===== config.mk =====
export PLATFORM = sky130hd
export DESIGN_NAME = htip_swap_cell
export DESIGN_NICKNAME = d
export VERILOG_FILES = /design/src/rtl/htip_pkg.sv /design/src/rtl/htip_swap_cell.sv
export SDC_FILE = /design/constraint.sdc
export NUM_CORES = 2
export LEC_CHECK = 0
export BUFFER_PORTS_ARGS = -buffer_cell sky130_fd_sc_hd__clkbuf_2
export CAP_MARGIN = 0
export CORE_AREA = 2 2 325 327
export CTS_CLUSTER_DIAMETER = 60
export DETAILED_ROUTE_END_ITERATION = 8
export DIE_AREA = 0 0 327 329
export RECOVER_POWER = 25
export REMOVE_ABC_BUFFERS = 1
export SYNTH_ARGS = -nofsm -noshare
export SYNTH_HDL_FRONTEND = slang
export SYNTH_SLANG_ARGS = --single-unit

===== constraint.sdc =====
create_clock -name i_clk -period 12.1 [get_ports i_clk]
set_clock_uncertainty 0.1 [all_clocks]
set_input_delay 0.605 -clock i_clk [delete_from_list [all_inputs] [get_ports i_clk]]
set_output_delay 0.605 -clock i_clk [all_outputs]
set_load 0.03 [all_outputs]

===== src/rtl/htip_pkg.sv =====
// ----------------------------------------------------------------------------
// htip_pkg: shared types, constants and tables of the hand tip finder
// Widths of the datapath stages, border codes and the CORDIC arctangent table.
// ----------------------------------------------------------------------------
package htip_pkg;

    localparam int ROT_W  = 33;   // rotation CORDIC x/y, Q30 plus headroom
    localparam int ANG_W  = 23;   // rotation residual angle, 1/16384 degree
    localparam int PT_W   = 48;   // corner coordinates, Q31 scale
    localparam int SUM_W  = 49;   // sum of two corners
    localparam int VEC_W  = 52;   // vectoring CORDIC x/y
    localparam int VZ_W   = 24;   // vectoring accumulated angle
    localparam int STG_W  = 5;    // CORDIC stage index
    localparam int N_STG  = 16;   // CORDIC stages

    localparam logic [2:0] BORDER_NONE   = 3'd0;
    localparam logic [2:0] BORDER_BOTTOM = 3'd1;
    localparam logic [2:0] BORDER_TOP    = 3'd2;
    localparam logic [2:0] BORDER_RIGHT  = 3'd3;
    localparam logic [2:0] BORDER_LEFT   = 3'd4;

    localparam logic [1:0] REG_WIDTH  = 2'd0;
    localparam logic [1:0] REG_HEIGHT = 2'd1;

    localparam logic signed [ROT_W-1:0] CORDIC_X0 = 33'sd652032874;
    localparam logic signed [VZ_W-1:0]  DEG180_FINE = 24'sd2949120;

    typedef struct packed {
        logic [2:0]  code;
        logic        neg;
        logic [13:0] w;
        logic [13:0] h;
        logic [13:0] cx;
        logic [13:0] cy;
        logic [13:0] gx;
        logic [13:0] gy;
    } t_side;

    typedef struct packed {
        logic signed [PT_W-1:0] x;
        logic signed [PT_W-1:0] y;
    } t_pt;

    typedef t_pt [3:0] t_quad;

    typedef struct packed {
        logic [2:0]  code;
        logic [13:0] gx;
        logic [13:0] gy;
    } t_cside;

    typedef struct packed {
        logic [2:0]         code;
        logic               zero;
        logic signed [15:0] tx;
        logic signed [15:0] ty;
    } t_vside;

    // arctangent of 2^-i in 1/16384 degree
    function automatic logic signed [ANG_W-1:0] atan_at(input logic [STG_W-1:0] i);
        logic signed [ANG_W-1:0] v;
        case (i)
            5'd0:  v = 23'sd737280;
            5'd1:  v = 23'sd435242;
            5'd2:  v = 23'sd229970;
            5'd3:  v = 23'sd116736;
            5'd4:  v = 23'sd58595;
            5'd5:  v = 23'sd29326;
            5'd6:  v = 23'sd14667;
            5'd7:  v = 23'sd7334;
            5'd8:  v = 23'sd3667;
            5'd9:  v = 23'sd1833;
            5'd10: v = 23'sd917;
            5'd11: v = 23'sd458;
            5'd12: v = 23'sd229;
            5'd13: v = 23'sd115;
            5'd14: v = 23'sd57;
            5'd15: v = 23'sd29;
            5'd16: v = 23'sd14;
            5'd17: v = 23'sd7;
            5'd18: v = 23'sd4;
            5'd19: v = 23'sd2;
            5'd20: v = 23'sd1;
            default: v = '0;
        endcase
        return v;
    endfunction

endpackage


===== src/rtl/htip_swap_cell.sv =====
// ----------------------------------------------------------------------------
// htip_swap_cell: one compare-exchange step of the corner sort
// Orders two corners by y or x as the border code asks; ties keep the order.
// ----------------------------------------------------------------------------
module htip_swap_cell (
    input  logic               i_clk,
    input  logic               i_rst_n,
    input  logic               i_en,
    input  logic               i_vld,
    input  logic [1:0]         i_ia,
    input  logic [1:0]         i_ib,
    input  htip_pkg::t_quad    i_q,
    input  htip_pkg::t_cside   i_side,
    output logic               o_vld,
    output htip_pkg::t_quad    o_q,
    output htip_pkg::t_cside   o_side
);
    import htip_pkg::*;

    logic   r_vld;
    t_quad  r_q, n_q;
    t_cside r_side;
    t_pt    pa, pb;
    logic   swap;

    always_comb begin
        pa = i_q[i_ia];
        pb = i_q[i_ib];
        case (i_side.code)
            BORDER_BOTTOM: swap = pa.y > pb.y;
            BORDER_TOP:    swap = pa.y < pb.y;
            BORDER_RIGHT:  swap = pa.x > pb.x;
            default:       swap = pa.x < pb.x;
        endcase
        n_q = i_q;
        if (swap) begin
            n_q[i_ia] = pb;
            n_q[i_ib] = pa;
        end
    end

    always_ff @(posedge i_clk) begin
        if (!i_rst_n) begin
            r_vld <= 1'b0;
        end else if (i_en) begin
            r_vld <= i_vld;
        end
    end

    always_ff @(posedge i_clk) begin
        if (i_en) begin
            r_q    <= n_q;
            r_side <= i_side;
        end
    end

    assign o_vld  = r_vld;
    assign o_q    = r_q;
    assign o_side = r_side;

endmodule


==> Word-level counts from Yosys, hierarchy flattened <==
Cells that the tools add are included.
Widths: inputs -> output; s select.
{ "totals": {"reg_bits": 416, "input_bits": 423, "word_cells": 37} }
{ "op_classes": {"n_lt_le_gt_ge": 8, "n_eq_ne": 3, "mux": 12, "reduce_logical": 2} }
{ "op_table": {"columns": ["op", "n"], "rows": [
  ["$bwmux 384", 2],
  ["$bmux 96 s2", 2],
  ["$demux 96 s2", 2],
  ["$mux 384", 1],
  ["$mux 96", 4],
  ["$gt 48x48->1", 2],
  ["$lt 48x48->1", 2],
  ["$eq 3x2->1 const B", 2],
  ["$lt 2x3->1 const B", 2],
  ["$ge 2x1->1 const B", 2],
  ["$eq 3x1->1 const B", 1],
  ["$pmux 1 s3", 1],
  ["$logic_and 1x1->1", 2]
]} }

==> Logic depth before layout (Yosys ltp) <==
{ "logic_depth": {"word_depth": 7, "mapped_depth": 18} }

==> Least setup slack after synthesis <==
No wires, ideal clock.
{ "synth_path": {"path_type": "input -> register", "startpoint": "input port i_ib[0]", "endpoint": "register r_q (netlist bit o_q[305]), data pin", "setup_ps": 130, "arrival_time_ps": 5181, "setup_slack_ps": 6689, "cell_stages": 18, "cell_sequence": "clkbuf_1 clkbuf_1 buf_1 mux4_2 inv_1 ha_1 and4_1 nand4_1 or4_1 nand3b_4 o221ai_2 xor2_2 mux2i_4 and2_1 clkbuf_1 buf_6 buf_2 o22a_1"} }
{ "synth_rtl": {"columns": ["element", "line_no", "text"], "rows": [
  ["from (decl)", "htip_swap_cell.sv:11", "input logic [1:0] i_ib,"],
  ["to (signal assigned)", "htip_swap_cell.sv:52", "r_q <= n_q;"],
  ["to (decl)", "htip_swap_cell.sv:21", "t_quad r_q, n_q;"]
]} }

==> flow_summary.json <==
{
  "outcome": "finished with violations",
  "violations": "capacitance limit, slew limit",
  "dp_slack_ns": 3.61,
  "synth_cells": 2294,
  "async_flop_share_pct": 0,
  "vias": 26800,
  "fin_ws_ns": 4.40,
  "syn_avg_cell_area_um2": 12.6,
  "min_period_over_period_pct": 63.7,
  "p_seq_share_pct": 33.6,
  "cts_made_buffers": 60,
  "fmax_mhz": 130,
  "drtIter0Drc": 2911,
  "startpoint": "i_ia[0]",
  "critPathMaxFanout": 134,
  "synth_edf_count": 415,
  "setup.worst_path.class": "input pin to flip-flop",
  "clk_path_buf_depth": 3,
  "totalWireLength_um": 130000,
  "clk_latency_ns": 0.65,
  "ioPinCount": 839,
  "reg2reg_slack_ns": 11.26,
  "gp_congestion": 0.849,
  "yosys_warnings": 0,
  "cts_tree": "yes",
  "p_leak_uw": 0.0137,
  "ant_nets": 0,
  "slew_headroom_pct": -296,
  "track_usage_pct": 22.9,
  "dp_hpwl_um": 86100,
  "drcViolationCount": 0,
  "grt_max_degree": 145,
  "max-vdd-ir-drop_uv": 114,
  "antenna_found_initial": 16,
  "arrival_ns": 8.08,
  "fp.dieH_um": 329,
  "r2r_cells": 2,
  "drive_above_1_share_pct": 36.3,
  "dr.pass1.iters": 5,
  "ys_ff_latch": 416,
  "final.setup.tns_ns": 0,
  "timing.final.crit_period_ns": 7.70,
  "pwr-share-clk_pct": 30.3,
  "nets": 3520,
  "htreeDepth": 2,
  "netlist_area_mm2": 0.0290,
  "clk_pin_slew_worst_paths_ns": 0.06,
  "swShare_pct": 38.5,
  "yosysUniqueCellTypes": 52,
  "maxCapViolCount": 2,
  "rsz0062_at_grt": "false",
  "grt_pass1_wl_um": 183000,
  "worstPathRequired_ns": 12.48,
  "slew_viol_final": 137,
  "io_buffers": 838,
  "comb_power_share_pct": 36.1,
  "end_kind": "flip-flop",
  "powerDensity_mw_per_mm2": 161,
  "routed_via_density": 6.02,
  "synthFlopType": "edfxtp_1",
  "reg2reg_to": "o_vld",
  "overflow": 0,
  "wl_per_cell_um": 29.3,
  "setup_viol": 0,
  "die_area_mm2": 0.108,
  "worstMarginPinSlew_ns": 5.93,
  "critPathCapture": "o_q[73]",
  "placeableCoreArea_mm2": 0.104,
  "root_buffer": "clkbuf_16",
  "power_switching_uw": 2250,
  "area.growth.synth_to_final_pct": 25.3,
  "initial_core_util_pct": 27.8,
  "hold_viol": 0,
  "holdCritPathClass": "input pin to flip-flop",
  "rows": 119,
  "grt_pass1_vias": 26500,
  "ys_seq_area_share_pct": 43.1,
  "cellInternalPower_uw": 3600,
  "fp.dieW_um": 327,
  "startpoint_type": "input pin",
  "clock_sinks": 416,
  "reg2reg_from": "o_vld"
}
## layout make-up
cell class / instances / area, um^2
diodes: 12 / 30.0
clock buffers: 74 / 1580
clock inverters: 38 / 383
fillers: 10500 / 68100
inverters: 100 / 380
multi-input cells: 1520 / 15100
flip-flops and latches: 416 / 12500
well taps: 1391 / 1740
repair buffers: 903 / 4640
## how the worst min path moves through the flow
stage,start,endpoint,slack [ns],cells after the start
after floorplan,o_vld,o_vld,0.54,2
after global placement,o_vld,o_vld,0.41,2
after detailed placement,o_vld,o_vld,0.43,2
after CTS,i_side[22],o_side[22],0.008,1
after global routing,i_side[23],o_side[23],0.04,1
final,i_side[23],o_side[23],0.06,1
## worst max-delay path, stage by stage
cell and delay, ns:
clkbuf_8 0.43, buf_4 0.69, mux4_2 0.67, ha_1 0.34, nand4_1 0.21, nor4_1 1.18
a211oi_1 0.39, o221ai_2 0.33, xor2_2 0.30, mux2i_4 0.60, nand2_4 0.33, buf_12 0.31
buf_12 0.47, a2bb2oi_1 0.35
## power by group through the flow
| stage | Sequential, uW | Clock, uW | Combinational, uW |
|---|---|---|---|
| final | 1970 | 1770 | 2110 |
| after floorplan | 2370 | 0 | 903 |
| after CTS | 1960 | 1800 | 2110 |
| after detailed placement | 1990 | 0 | 2100 |
| after global routing | 1980 | 1850 | 2230 |
| after global placement | 1990 | 0 | 2090 |
## metal layers
metal / vias up / routed length, um / share of wire, % / GRT usage [%]
met4: 4 / 4930 / 3.8 / 8.65
met1: 13300 / 51400 / 39 / 29.8
met2: 1974 / 59900 / 46 / 36.5
met3: 312 / 14100 / 11 / 6.20
met5: - / 25 / 0.019 / 0
li1: 11200 / - / - / -
## cell families after synthesis
kind of cell / count (synthesis) / synth area share, %
AOI/OAI and AO/OA: 991 / 26.9
xor gates and xnor gates: 1 / 0.0562
adders and majority gates: 96 / 4.15
buffers and inverters: 358 / 5.23
DFF: 416 / 43.1
muxes: 242 / 16.7
and+or+nand+nor: 190 / 3.84
## registers in the layout, summed over array words and instances (netlist names)
name	flops
o_q	384
o_vld	1
o_side	31
## through the flow
stage | cells | hold slack [ns] | utilization [%] | area (um^2) | power, uW
CTS | 4442 | 0.00793 | 35.0 | 36500 | 5880
global route | 4452 | 0.0408 | 34.8 | 36300 | 6050
detailed placement | 4306 | 0.426 | 32.8 | 34300 | 4090
finish | 4454 | 0.0555 | 34.8 | 36300 | 5850
floorplan | 2036 | 0.540 | - | 27800 | 3280
global placement | 4305 | 0.408 | 32.8 | 34300 | 4080
## cell usage in the layout (no fill, tap or decap), drive strengths merged, types with 24 or more instances in the layout
cell | synthesis | routed
clkbuf | 152 | 910
edfxtp | 415 | 415
o22ai | 385 | 385
a2bb2oi | 285 | 285
mux4 | 192 | 192
inv | 100 | 106
o22a | 96 | 96
ha | 96 | 96
a21oi | 90 | 90
and2 | 52 | 52
nor2b | 51 | 51
a2111oi | 50 | 50
mux2i | 50 | 50
a211oi | 49 | 49
buf | 106 | 43
nand2 | 28 | 28
dlygate4sd3 | 0 | 24
## Yosys cell counts, drive strengths merged (2+ instances only)
cell	number	share of area, %
and2	52	1.1
a221o	2	0.069
nor2	7	0.091
a21oi	90	1.6
ha	96	4.1
nor4b	2	0.060
buf	106	2.0
or4	2	0.052
a21o	7	0.18
a221oi	3	0.091
o22a	96	2.9
nor2b	51	1.1
mux4	192	15
nand3	11	0.19
a22oi	2	0.15
inv	100	1.3
edfxtp	415	43
nand2b	5	0.11
nor4	3	0.065
a211oi	49	1.3
nand4	19	0.41
o2bb2a	3	0.10
mux2i	50	1.8
a2111oi	50	1.5
o211ai	2	0.052
o22ai	385	8.3
nand2	28	0.36
clkbuf	152	2.0
o21ai	11	0.19
nor3	4	0.069
a2bb2oi	285	10
## repair_timing
action	in CTS	in global routing
endpoints found under the hold margin	24	0
setup buffers	0	0
hold buffers	24	0
resized for setup	0	0
No activity file was read; power rests on OpenSTA's default activity.
