### config.mk
export PLATFORM = sky130hd
export DESIGN_NAME = htip_rot_cell
export DESIGN_NICKNAME = d
export VERILOG_FILES = /design/src/rtl/htip_pkg.sv /design/src/rtl/htip_rot_cell.sv
export SDC_FILE = /design/constraint.sdc
export NUM_CORES = 1
export LEC_CHECK = 0
export ABC_CLOCK_PERIOD_IN_PS = 8580
export BUFFER_PORTS_ARGS = -buffer_cell sky130_fd_sc_hd__buf_4
export CORE_ASPECT_RATIO = 1.75
export CORE_MARGIN = 2
export CORE_UTILIZATION = 25
export DETAILED_ROUTE_END_ITERATION = 6
export PLACE_DENSITY = 0.44
export SLEW_MARGIN = 15
export SYNTH_ARGS = -nofsm -noshare
export SYNTH_HDL_FRONTEND = slang
export SYNTH_SLANG_ARGS = --single-unit
export TNS_END_PERCENT = 20
### constraint.sdc
create_clock -name i_clk -period 8.58 [get_ports i_clk]
set_input_delay 2.145 -clock i_clk [delete_from_list [all_inputs] [get_ports i_clk]]
set_output_delay 2.145 -clock i_clk [all_outputs]
set_load 0.01 [all_outputs]
### src/rtl/htip_pkg.sv
// ----------------------------------------------------------------------------
// htip_pkg: shared types, constants and tables of the hand tip finder
// Widths of the datapath stages, border codes and the CORDIC arctangent table.
// ----------------------------------------------------------------------------
package htip_pkg;

    localparam int ROT_W  = 33;   // rotation CORDIC x/y, Q30 plus headroom
    localparam int ANG_W  = 23;   // rotation residual angle, 1/16384 degree
    localparam int PT_W   = 48;   // corner coordinates, Q31 scale
    localparam int SUM_W  = 49;   // sum of two corners
    localparam int VEC_W  = 52;   // vectoring CORDIC x/y
    localparam int VZ_W   = 24;   // vectoring accumulated angle
    localparam int STG_W  = 5;    // CORDIC stage index
    localparam int N_STG  = 16;   // CORDIC stages

    localparam logic [2:0] BORDER_NONE   = 3'd0;
    localparam logic [2:0] BORDER_BOTTOM = 3'd1;
    localparam logic [2:0] BORDER_TOP    = 3'd2;
    localparam logic [2:0] BORDER_RIGHT  = 3'd3;
    localparam logic [2:0] BORDER_LEFT   = 3'd4;

    localparam logic [1:0] REG_WIDTH  = 2'd0;
    localparam logic [1:0] REG_HEIGHT = 2'd1;

    localparam logic signed [ROT_W-1:0] CORDIC_X0 = 33'sd652032874;
    localparam logic signed [VZ_W-1:0]  DEG180_FINE = 24'sd2949120;

    typedef struct packed {
        logic [2:0]  code;
        logic        neg;
        logic [13:0] w;
        logic [13:0] h;
        logic [13:0] cx;
        logic [13:0] cy;
        logic [13:0] gx;
        logic [13:0] gy;
    } t_side;

    typedef struct packed {
        logic signed [PT_W-1:0] x;
        logic signed [PT_W-1:0] y;
    } t_pt;

    typedef t_pt [3:0] t_quad;

    typedef struct packed {
        logic [2:0]  code;
        logic [13:0] gx;
        logic [13:0] gy;
    } t_cside;

    typedef struct packed {
        logic [2:0]         code;
        logic               zero;
        logic signed [15:0] tx;
        logic signed [15:0] ty;
    } t_vside;

    // arctangent of 2^-i in 1/16384 degree
    function automatic logic signed [ANG_W-1:0] atan_at(input logic [STG_W-1:0] i);
        logic signed [ANG_W-1:0] v;
        case (i)
            5'd0:  v = 23'sd737280;
            5'd1:  v = 23'sd435242;
            5'd2:  v = 23'sd229970;
            5'd3:  v = 23'sd116736;
            5'd4:  v = 23'sd58595;
            5'd5:  v = 23'sd29326;
            5'd6:  v = 23'sd14667;
            5'd7:  v = 23'sd7334;
            5'd8:  v = 23'sd3667;
            5'd9:  v = 23'sd1833;
            5'd10: v = 23'sd917;
            5'd11: v = 23'sd458;
            5'd12: v = 23'sd229;
            5'd13: v = 23'sd115;
            5'd14: v = 23'sd57;
            5'd15: v = 23'sd29;
            5'd16: v = 23'sd14;
            5'd17: v = 23'sd7;
            5'd18: v = 23'sd4;
            5'd19: v = 23'sd2;
            5'd20: v = 23'sd1;
            default: v = '0;
        endcase
        return v;
    endfunction

endpackage

### src/rtl/htip_rot_cell.sv
// ----------------------------------------------------------------------------
// htip_rot_cell: one stage of the rotation CORDIC
// Turns (x, y) by +-atan(2^-i) toward a zero residual angle, registered.
// ----------------------------------------------------------------------------
module htip_rot_cell (
    input  logic                               i_clk,
    input  logic                               i_rst_n,
    input  logic                               i_en,
    input  logic                               i_vld,
    input  logic [htip_pkg::STG_W-1:0]         i_stage,
    input  logic signed [htip_pkg::ROT_W-1:0]  i_x,
    input  logic signed [htip_pkg::ROT_W-1:0]  i_y,
    input  logic signed [htip_pkg::ANG_W-1:0]  i_z,
    input  htip_pkg::t_side                    i_side,
    output logic                               o_vld,
    output logic signed [htip_pkg::ROT_W-1:0]  o_x,
    output logic signed [htip_pkg::ROT_W-1:0]  o_y,
    output logic signed [htip_pkg::ANG_W-1:0]  o_z,
    output htip_pkg::t_side                    o_side
);
    import htip_pkg::*;

    logic                    r_vld;
    logic signed [ROT_W-1:0] r_x, r_y, n_x, n_y;
    logic signed [ANG_W-1:0] r_z, n_z;
    t_side                   r_side;
    logic signed [ROT_W-1:0] sh_x, sh_y;

    always_comb begin
        sh_y = i_y >>> i_stage;
        sh_x = i_x >>> i_stage;
        if (i_z >= 0) begin
            n_x = i_x - sh_y;
            n_y = i_y + sh_x;
            n_z = i_z - atan_at(i_stage);
        end else begin
            n_x = i_x + sh_y;
            n_y = i_y - sh_x;
            n_z = i_z + atan_at(i_stage);
        end
    end

    always_ff @(posedge i_clk) begin
        if (!i_rst_n) begin
            r_vld <= 1'b0;
        end else if (i_en) begin
            r_vld <= i_vld;
        end
    end

    always_ff @(posedge i_clk) begin
        if (i_en) begin
            r_x    <= n_x;
            r_y    <= n_y;
            r_z    <= n_z;
            r_side <= i_side;
        end
    end

    assign o_vld  = r_vld;
    assign o_x    = r_x;
    assign o_y    = r_y;
    assign o_z    = r_z;
    assign o_side = r_side;

endmodule

After elaboration in Yosys (flattened, before gate mapping)
Memory sizes are Yosys's and may differ from the RTL's.
Index checks and enable logic that the tools add are counted.
{ "totals": {"regBits": 178, "mem_bits_ro": 1280, "out_inout_bits": 178, "wordCells": 28, "memories": 2} }
{ "classes": {"n_addsub": 6, "n_lt_le_gt_ge": 1, "shift": 2, "n_mux": 5} }
{ "mem_list": {"columns": ["memory", "depth", "word_bits", "rd", "rd_ports_with_merged_regs", "wr", "line", "source"], "rows": [
  ["(no name shown)", 32, 20, 1, 0, 0, "htip_pkg.sv:62", "case (i)"],
  ["(no name shown)", 32, 20, 1, 0, 0, "htip_pkg.sv:62", null]
]} }
{ "ops": {"columns": ["op", "count"], "rows": [
  ["$mux W23", 3],
  ["$add A33 B33 Y33", 2],
  ["$mux W33", 2],
  ["$sshr A33 B5 Y33", 2],
  ["$sub A33 B33 Y33", 2],
  ["$add A23 B23 Y23", 1],
  ["$ge A23 B1 Y1 const B", 1],
  ["$sub A23 B23 Y23", 1]
]} }

Longest topological paths before layout
Gate-level depths: netlist of the first run.
{ "depth": {"word_depth": 4, "mapped_depth": 27, "ltp_nobuf": 22} }

Least setup slack after synthesis of the first run
Ideal clock, no wire load.
{ "synth_timing": {"kind": "input to register", "startpoint": "input port i_stage[3] (netlist bit)", "endpoint": "register r_z[19], in the netlist o_z[19], data pin", "setup_time_ns": 0.267, "arrival_ns": 7.457, "t_required_ns": 8.313, "setup_slack_ns": 0.856, "stages": 24, "n_path_buf": 7, "cell_sequence": "buf_2 -> buf_2 -> buf_4 -> clkbuf_1 -> buf_4 -> clkbuf_1 -> buf_1 -> a21oi_1 -> a21o_1 -> inv_1 -> ha_1 -> nand2_1 -> or4b_2 -> and2_0 -> xnor2_1 -> ha_1 -> a21o_1 -> a221o_1 -> a221oi_1 -> o21ai_0 -> a211oi_1 -> o31ai_1 -> a211oi_1 -> nor3_1"} }
{ "synth_between": {"elab_chain_len": 4} }
{ "synth_lines": {"columns": ["item", "line", "source"], "rows": [
  ["start: declaration", "htip_rot_cell.sv:10", "input logic [htip_pkg::STG_W-1:0] i_stage,"],
  ["$mem_v2 Z32 W20", null, null],
  ["$mux W23", "htip_rot_cell.sv:32", "if (i_z >= 0) begin"],
  ["$add A23 B23 Y23 / $sub A23 B23 Y23 (equally long branches)", "htip_rot_cell.sv:39, htip_rot_cell.sv:35", null],
  ["$mux W23 (*)", "htip_rot_cell.sv:32", null],
  ["net n_z[19]", "htip_rot_cell.sv:25", "logic signed [ANG_W-1:0] r_z, n_z;"],
  ["end signal: assignment", "htip_rot_cell.sv:55", "r_z <= n_z;"],
  ["end: declaration", "htip_rot_cell.sv:25", null]
]} }
Mark *: on every way through the listed nets, which the timed path passes. The rest lies on a longest branch. The select of a mux whose other input is x is not followed.
A chain may end at the register's enable or synchronous reset.

Final worst setup path of the first run
{ "layout_timing": {"startpoint": "input port i_stage[0] (netlist bit)", "endpoint": "register r_y[29], in the netlist o_y[29], data pin"} }
{ "layout_between": {"elab_chain_len": 3} }
{ "layout_lines": {"columns": ["item", "line", "source"], "rows": [
  ["$sshr A33 B5 Y33 (*)", "htip_rot_cell.sv:31", "sh_x = i_x >>> i_stage;"],
  ["$sub A33 B33 Y33 / $add A33 B33 Y33 (equally long branches)", "htip_rot_cell.sv:38, htip_rot_cell.sv:34", null],
  ["$mux W33 (*)", "htip_rot_cell.sv:32", null],
  ["net n_y[29]", "htip_rot_cell.sv:24", "logic signed [ROT_W-1:0] r_x, r_y, n_x, n_y;"],
  ["end signal: assignment", "htip_rot_cell.sv:54", "r_y <= n_y;"],
  ["end: declaration", "htip_rot_cell.sv:24", null]
]} }
Mark *: on every way through the listed nets, which the timed path passes. The rest lies on a longest branch.

==> results of run 1 <==
-- cells by family (layout without fill, tap and decap cells) --
logic type / after synthesis / count (layout) / share of synthesized area
mux: 177 / 177 / 0.169
flops: 178 / 178 / 0.315
compound gates: 474 / 474 / 0.191
buf+inv: 139 / 531 / 0.0415
xor+xnor: 146 / 146 / 0.0755
simple gates: 443 / 443 / 0.134
other cells: 0 / 2 / 0
fa+ha+maj: 98 / 98 / 0.0737
-- state kept, by name, summed over array words and instances (netlist names) --
register,flops
o_side,88
o_vld,1
o_x,33
o_y,33
o_z,23
-- cells in the mapped netlist, drive strengths merged (11+ instances only) --
cell type  count
edfxtp       177
nand2        114
a21oi        111
nor2         107
o21ai        104
ha            95
xnor2         90
mux4          77
xor2          56
mux2i         54
buf           53
nand3         49
inv           46
mux2          46
a21o          39
clkbuf        38
nor3          34
a211oi        27
nand2b        24
nor2b         21
a31oi         17
o211ai        17
and3          15
o21a          15
o21bai        15
and2          14
or2           12
a221oi        11
a22o          11
-- path summary, 6_finish.rpt --
kind                                 to  slack (ns)
worst min-delay path              o_vld        0.54
worst min register to register    o_vld        0.54
worst max-delay path            o_y[29]        0.99
worst max register to register    o_vld        7.97
-- cell type report --
| cell class | instances | area, sq um |
|---|---|---|
| Clock buffer | 17 | 425 |
| Timing Repair Buffer | 451 | 3430 |
| Multi-Input combinational cell | 1338 | 10900 |
| Fill cell | 7000 | 45700 |
| Inverter | 48 | 180 |
| Clock inverter | 15 | 215 |
| Antenna cell | 2 | 5.00 |
| Tap cell | 896 | 1120 |
| Sequential cell | 178 | 5340 |
-- power by group --
part	internal (mW)	switching, mW	total, mW
clock network	0.407	0.449	0.857
logic	0.796	0.984	1.78
registers	1.17	0.0463	1.22
total	2.37	1.48	3.85
-- stage by stage --
stage,hold WS [ns],utilization
2_1_floorplan,0.538,-
3_3_place_gp,0.514,0.312
3_5_place_dp,0.520,0.312
4_1_cts,0.550,0.321
5_1_grt,0.563,0.321
6_report,0.542,0.321
-- per-layer routing --
layer,share of wire,global-route usage,wire [um]
met1,0.37,0.218,26800
met4,0.064,0.137,4630
met5,0.00015,0,11
met2,0.51,0.366,36800
met3,0.049,0.0285,3540
-- critical path, stage by stage --
cell and delay [ns]:
buf_6 0.37, buf_12 0.35, mux4_2 0.62, o221ai_1 0.50, nor2_1 0.20, a211oi_2 0.42, and3_1 0.30, nand4_1 0.15
o21ai_0 0.22, xor2_1 0.18, ha_1 0.32, a21o_1 0.18, a21oi_1 0.21, o31ai_1 0.09, buf_4 0.14, a21oi_1 0.14
o2bb2ai_1 0.17, a221o_1 0.38, a31o_2 0.29, buf_4 0.15, o311ai_0 0.33
==> impl_metrics.ini, run 1 <==
[setup_path]
cp-end-kind = flop
r2r-start = o_vld
path_class = in2reg
start_kind = input pin
worst_ep_arrival_time_ns = 7.90
crit_required_ns = 8.88
crit_path_start = i_stage[0]
worst-path-max-fanout = 42
rr_worst_depth = 2

[floorplanning]
initial_core_util = 0.252
rows = 126
die_w_um = 201
dieArea_sq_um = 69900
fp.dieH_um = 348
ios = 364
core_area_sq_um = 67300

[finish]
layout-drive-gt1-share = 0.304
final_cells = 2945
final_cell_area_sq_um = 21600
layout_common_cells = 446 x buf_4, 177 x edfxtp_1, 114 x nand2_1
final_common_cell = buf_4
area.growth.synth_to_final_pct = 27.6
nNetsFinal = 2318

[routing]
viasPerCell = 5.32
drtIter0Drc = 1041
first_pass_iters = 5
drtAntennaViolNets = 0
finalWirelength_mm = 71.8
num_vias = 15700
drc = 0
drt-wirelength-per-cell_um = 24.4

[cts]
cts_tree = done
cts_resized = 0
cts_sinks = 178
clk_latency_ns = 0.49
cts_buffer_depth = 2
clock-root-buffer = clkbuf_16
numCtsBuffers = 17
cts_setup_buffers = 0
path_clk_slew_ns = 0.09
htreeDepth = 4
cts_hold_buf = 0

[grt]
grt_pass1_wl_mm = 105
gr-total-overflow = 0
grtUsageTotal = 0.202
first_global_vias = 16000
antenna_found_initial = 2
grt_max_degree = 64

[run]
maxCapViolCount = 0

[sta]
slew_viol_final = 0
tightest_slew_ns = 0.890
period_needed_ns = 7.59
rsz0062_at_grt = false
hold_viol = 0
finClkSkew_ns = 0
fin_setup_tns_ns = 0
setup-violations-final = 0
fin_ws_ns = 0.988
timing.final.crit_share = 0.885
maxSlewHeadroom = 0.401
max_freq_mhz = 132

[synthesis]
synth_top_area_share = 0.314
avgSynthCellArea_sq_um = 10.2
synthTopCellsByArea = edfxtp_1 31%, mux4_2 7.6%, ha_1 7.0%
synth-seq-cells = 178
yosys_warnings = 0
synth-seq-area-share = 0.315
ys.flop_type = edfxtp_1
synth_edf_count = 177
syn-instance-count = 1655
synthArstFlopShare = 0
postSynthNetCount = 1939
netlist_area_sq_um = 16900
synth.distinct_cells = 103
yosys.area.top_type = edfxtp_1

[power_and_ir_drop]
finalPower_mw = 3.85
power_density_nw_per_um2 = 178
power_leakage_nw = 8.72
vdd_ir_drop_max_mv = 0.145

[worst_hold_path]
min_path_cells = 2
holdCritStartpoint = o_vld
worstHoldPathType = reg2reg

[placed_design]
post-place-ws_ns = 0.546
dpl_cell_area_sq_um = 21000
io_buffers = 363
dp_cells = 2911
place_congestion = 0.956
dp_hpwl_mm = 57.2

[run_status]
status = complete, no violations
Power figures use the tool's default switching activity.
==> run 2: changes to the inputs <==
--- a/config.mk
+++ b/config.mk
@@ -8,10 +8,11 @@
 export ABC_CLOCK_PERIOD_IN_PS = 8580
 export BUFFER_PORTS_ARGS = -buffer_cell sky130_fd_sc_hd__buf_4
 export CORE_ASPECT_RATIO = 1.75
-export CORE_MARGIN = 2
+export CORE_MARGIN = 3
 export CORE_UTILIZATION = 25
 export DETAILED_ROUTE_END_ITERATION = 6
 export PLACE_DENSITY = 0.44
+export RECOVER_POWER = 50
 export SLEW_MARGIN = 15
 export SYNTH_ARGS = -nofsm -noshare
 export SYNTH_HDL_FRONTEND = slang
==> run 2 against run 1 <==
Effect of this change:
- the run now ends with max-capacitance violations, max-slew violations left
- first-iteration DRC count is 7.8% higher
- sequential power is essentially flat
- critical path depth stayed put
- clock skew unchanged
- clock power is 2% higher
- critical endpoint is now o_y[26]
- worst setup slack worse by 0.12 ns
- via count down 0.69%
- die area up 1.6%
- cell area down 2.9%
- power down 2.2%
==> impl_metrics.ini, run 2 (synthesis results as in run 1) <==
[run_status]
status = finished with violations
violations = max-capacitance violations, max-slew violations

[power_and_ir_drop]
power_density_nw_per_um2 = 180
power_leakage_nw = 8.14
vdd_ir_drop_max_mv = 0.126
finalPower_mw = 3.77

[finish]
largest_reg_flops = 88
final_cells = 2923
area.growth.synth_to_final_pct = 23.8
nNetsFinal = 2303
layout_common_cells = 212 x buf_4, 177 x edfxtp_1, 133 x clkbuf_1
layout-drive-gt1-share = 0.234
fill_cells = 7037
final_common_cell = buf_4

[grt]
grt_max_degree = 68
gr-total-overflow = 0
grtUsageTotal = 0.194
first_global_vias = 15800
antenna_found_initial = 2
grt_pass1_wl_mm = 104

[floorplanning]
ios = 364
fp.dieH_um = 350
core_area_sq_um = 66800
initial_core_util = 0.254
rows = 125
dieArea_sq_um = 71000
die_w_um = 203

[cts]
cts_setup_buffers = 0
clk_latency_ns = 0.47
cts_tree = done
cts_resized = 0
cts_buffer_depth = 2
path_clk_slew_ns = 0.08
numCtsBuffers = 17
cts_hold_buf = 0
cts_sinks = 178
htreeDepth = 4
clock-root-buffer = clkbuf_16

[setup_path]
r2r-start = o_vld
rr_worst_depth = 2
cp_num_buf_inv = 3
crit_family = compound AO/OA/AOI/OAI gates
cp-end-kind = flop
worst-path-max-fanout = 52
start_kind = input pin
cpPeakStageDelay_ns = 0.52
cp_cell_sequence = buf_6 > buf_12 > buf_4 > mux4_2 > mux2i_1 > a21oi_1 > a211oi_2 > nand4_1 > nor4_4 > a31oi_1 > xnor2_1 > ha_1 > a21oi_1 > o21bai_1 > a2111oi_0 > nand3_1 > o21ai_0 > a21oi_1 > a311o_1 > a21oi_1 > xnor2_1
crit_required_ns = 8.82
critical-path-slowest-cell = mux4_2
path_common_cell = a21oi_1
ff2ff_setup_slack_ns = 7.98
crit_path_start = i_stage[0]
worst_ep_arrival_time_ns = 7.94
worstReg2RegEnd = o_vld
path_class = in2reg

[routing]
num_vias = 15500
met2_length_mm = 37.0
drtAntennaViolNets = 0
routed.top_layer = met4
drc = 0
drtIter0Drc = 1122
first_pass_iters = 6
viasPerCell = 5.32
drt-wirelength-per-cell_um = 24.6
finalWirelength_mm = 71.8
met3_length_mm = 3.73
wl_met1_mm = 27.0

[sta]
maxSlewHeadroom = -0.713
period_needed_ns = 7.71
tightest_slew_ns = 2.57
setup-violations-final = 0
rsz0062_at_grt = false
fin_ws_ns = 0.872
slew_viol_final = 49
max_freq_mhz = 130
finClkSkew_ns = 0
hold_viol = 0
fin_setup_tns_ns = 0
timing.final.crit_share = 0.898

[worst_hold_path]
holdCritStartpoint = o_vld
min_path_cells = 2
hold_path_end = o_vld
worstHoldPathType = reg2reg

[placed_design]
place_congestion = 0.961
dp_cells = 2889
post-place-ws_ns = 0.437
io_buffers = 363
dp_hpwl_mm = 57.2

[run]
maxCapViolCount = 1
run 2: cell count changes in the layout (fill, tap and decap cells not counted), sizes merged:
cell,delta
buf,-235
clkbuf,+220
run 2: worst max-delay path by stage:
stage          cells past startpoint       to  slack, ns
2_1_floorplan                     24  o_z[19]       0.86
3_3_place_gp                      21  o_y[26]       0.44
3_5_place_dp                      21  o_y[26]       0.44
4_1_cts                           21  o_y[26]       0.97
5_1_grt                           23  o_y[31]       0.56
6_report                          21  o_y[26]       0.87
run 2: metal layers:
metal | track usage | vias up
li1 | - | 7150
met1 | 0.212 | 7622
met2 | 0.357 | 643
met3 | 0.0286 | 133
met4 | 0.109 | 0
met5 | 0 | -
run 2: worst reg2reg max path, cell delays in order (launching register included):
cell	delay [ns]
dfxtp_1	0.32
mux2i_1	0.12
nor2b_1	0.06
run 2: layout make-up:
| class | instances | area, sq um | area share |
|---|---|---|---|
| Timing Repair Buffer | 436 | 2800 | 0.134 |
| Inverter | 48 | 180 | 0.00859 |
| Multi-Input combinational cell | 1338 | 10900 | 0.520 |
| Sequential cell | 178 | 5340 | 0.254 |
| Tap cell | 889 | 1110 | 0.0530 |
| Clock buffer | 17 | 425 | 0.0203 |
| Antenna cell | 2 | 5.00 | 0.000239 |
| Clock inverter | 15 | 218 | 0.0104 |
run 2: stage by stage:
stage                util  hold slack, ns  cell area (sq um)
CTS                 0.322           0.548              21500
global placement    0.312           0.502              20800
finish              0.314           0.538              21000
detailed placement  0.312           0.525              20800
floorplan               -           0.538              16900
global route        0.314           0.564              21000
run 2: power by group:
part	switching (mW)	total, mW	internal, mW
logic	0.983	1.68	0.697
registers	0.0472	1.22	1.17
clock network	0.461	0.871	0.410
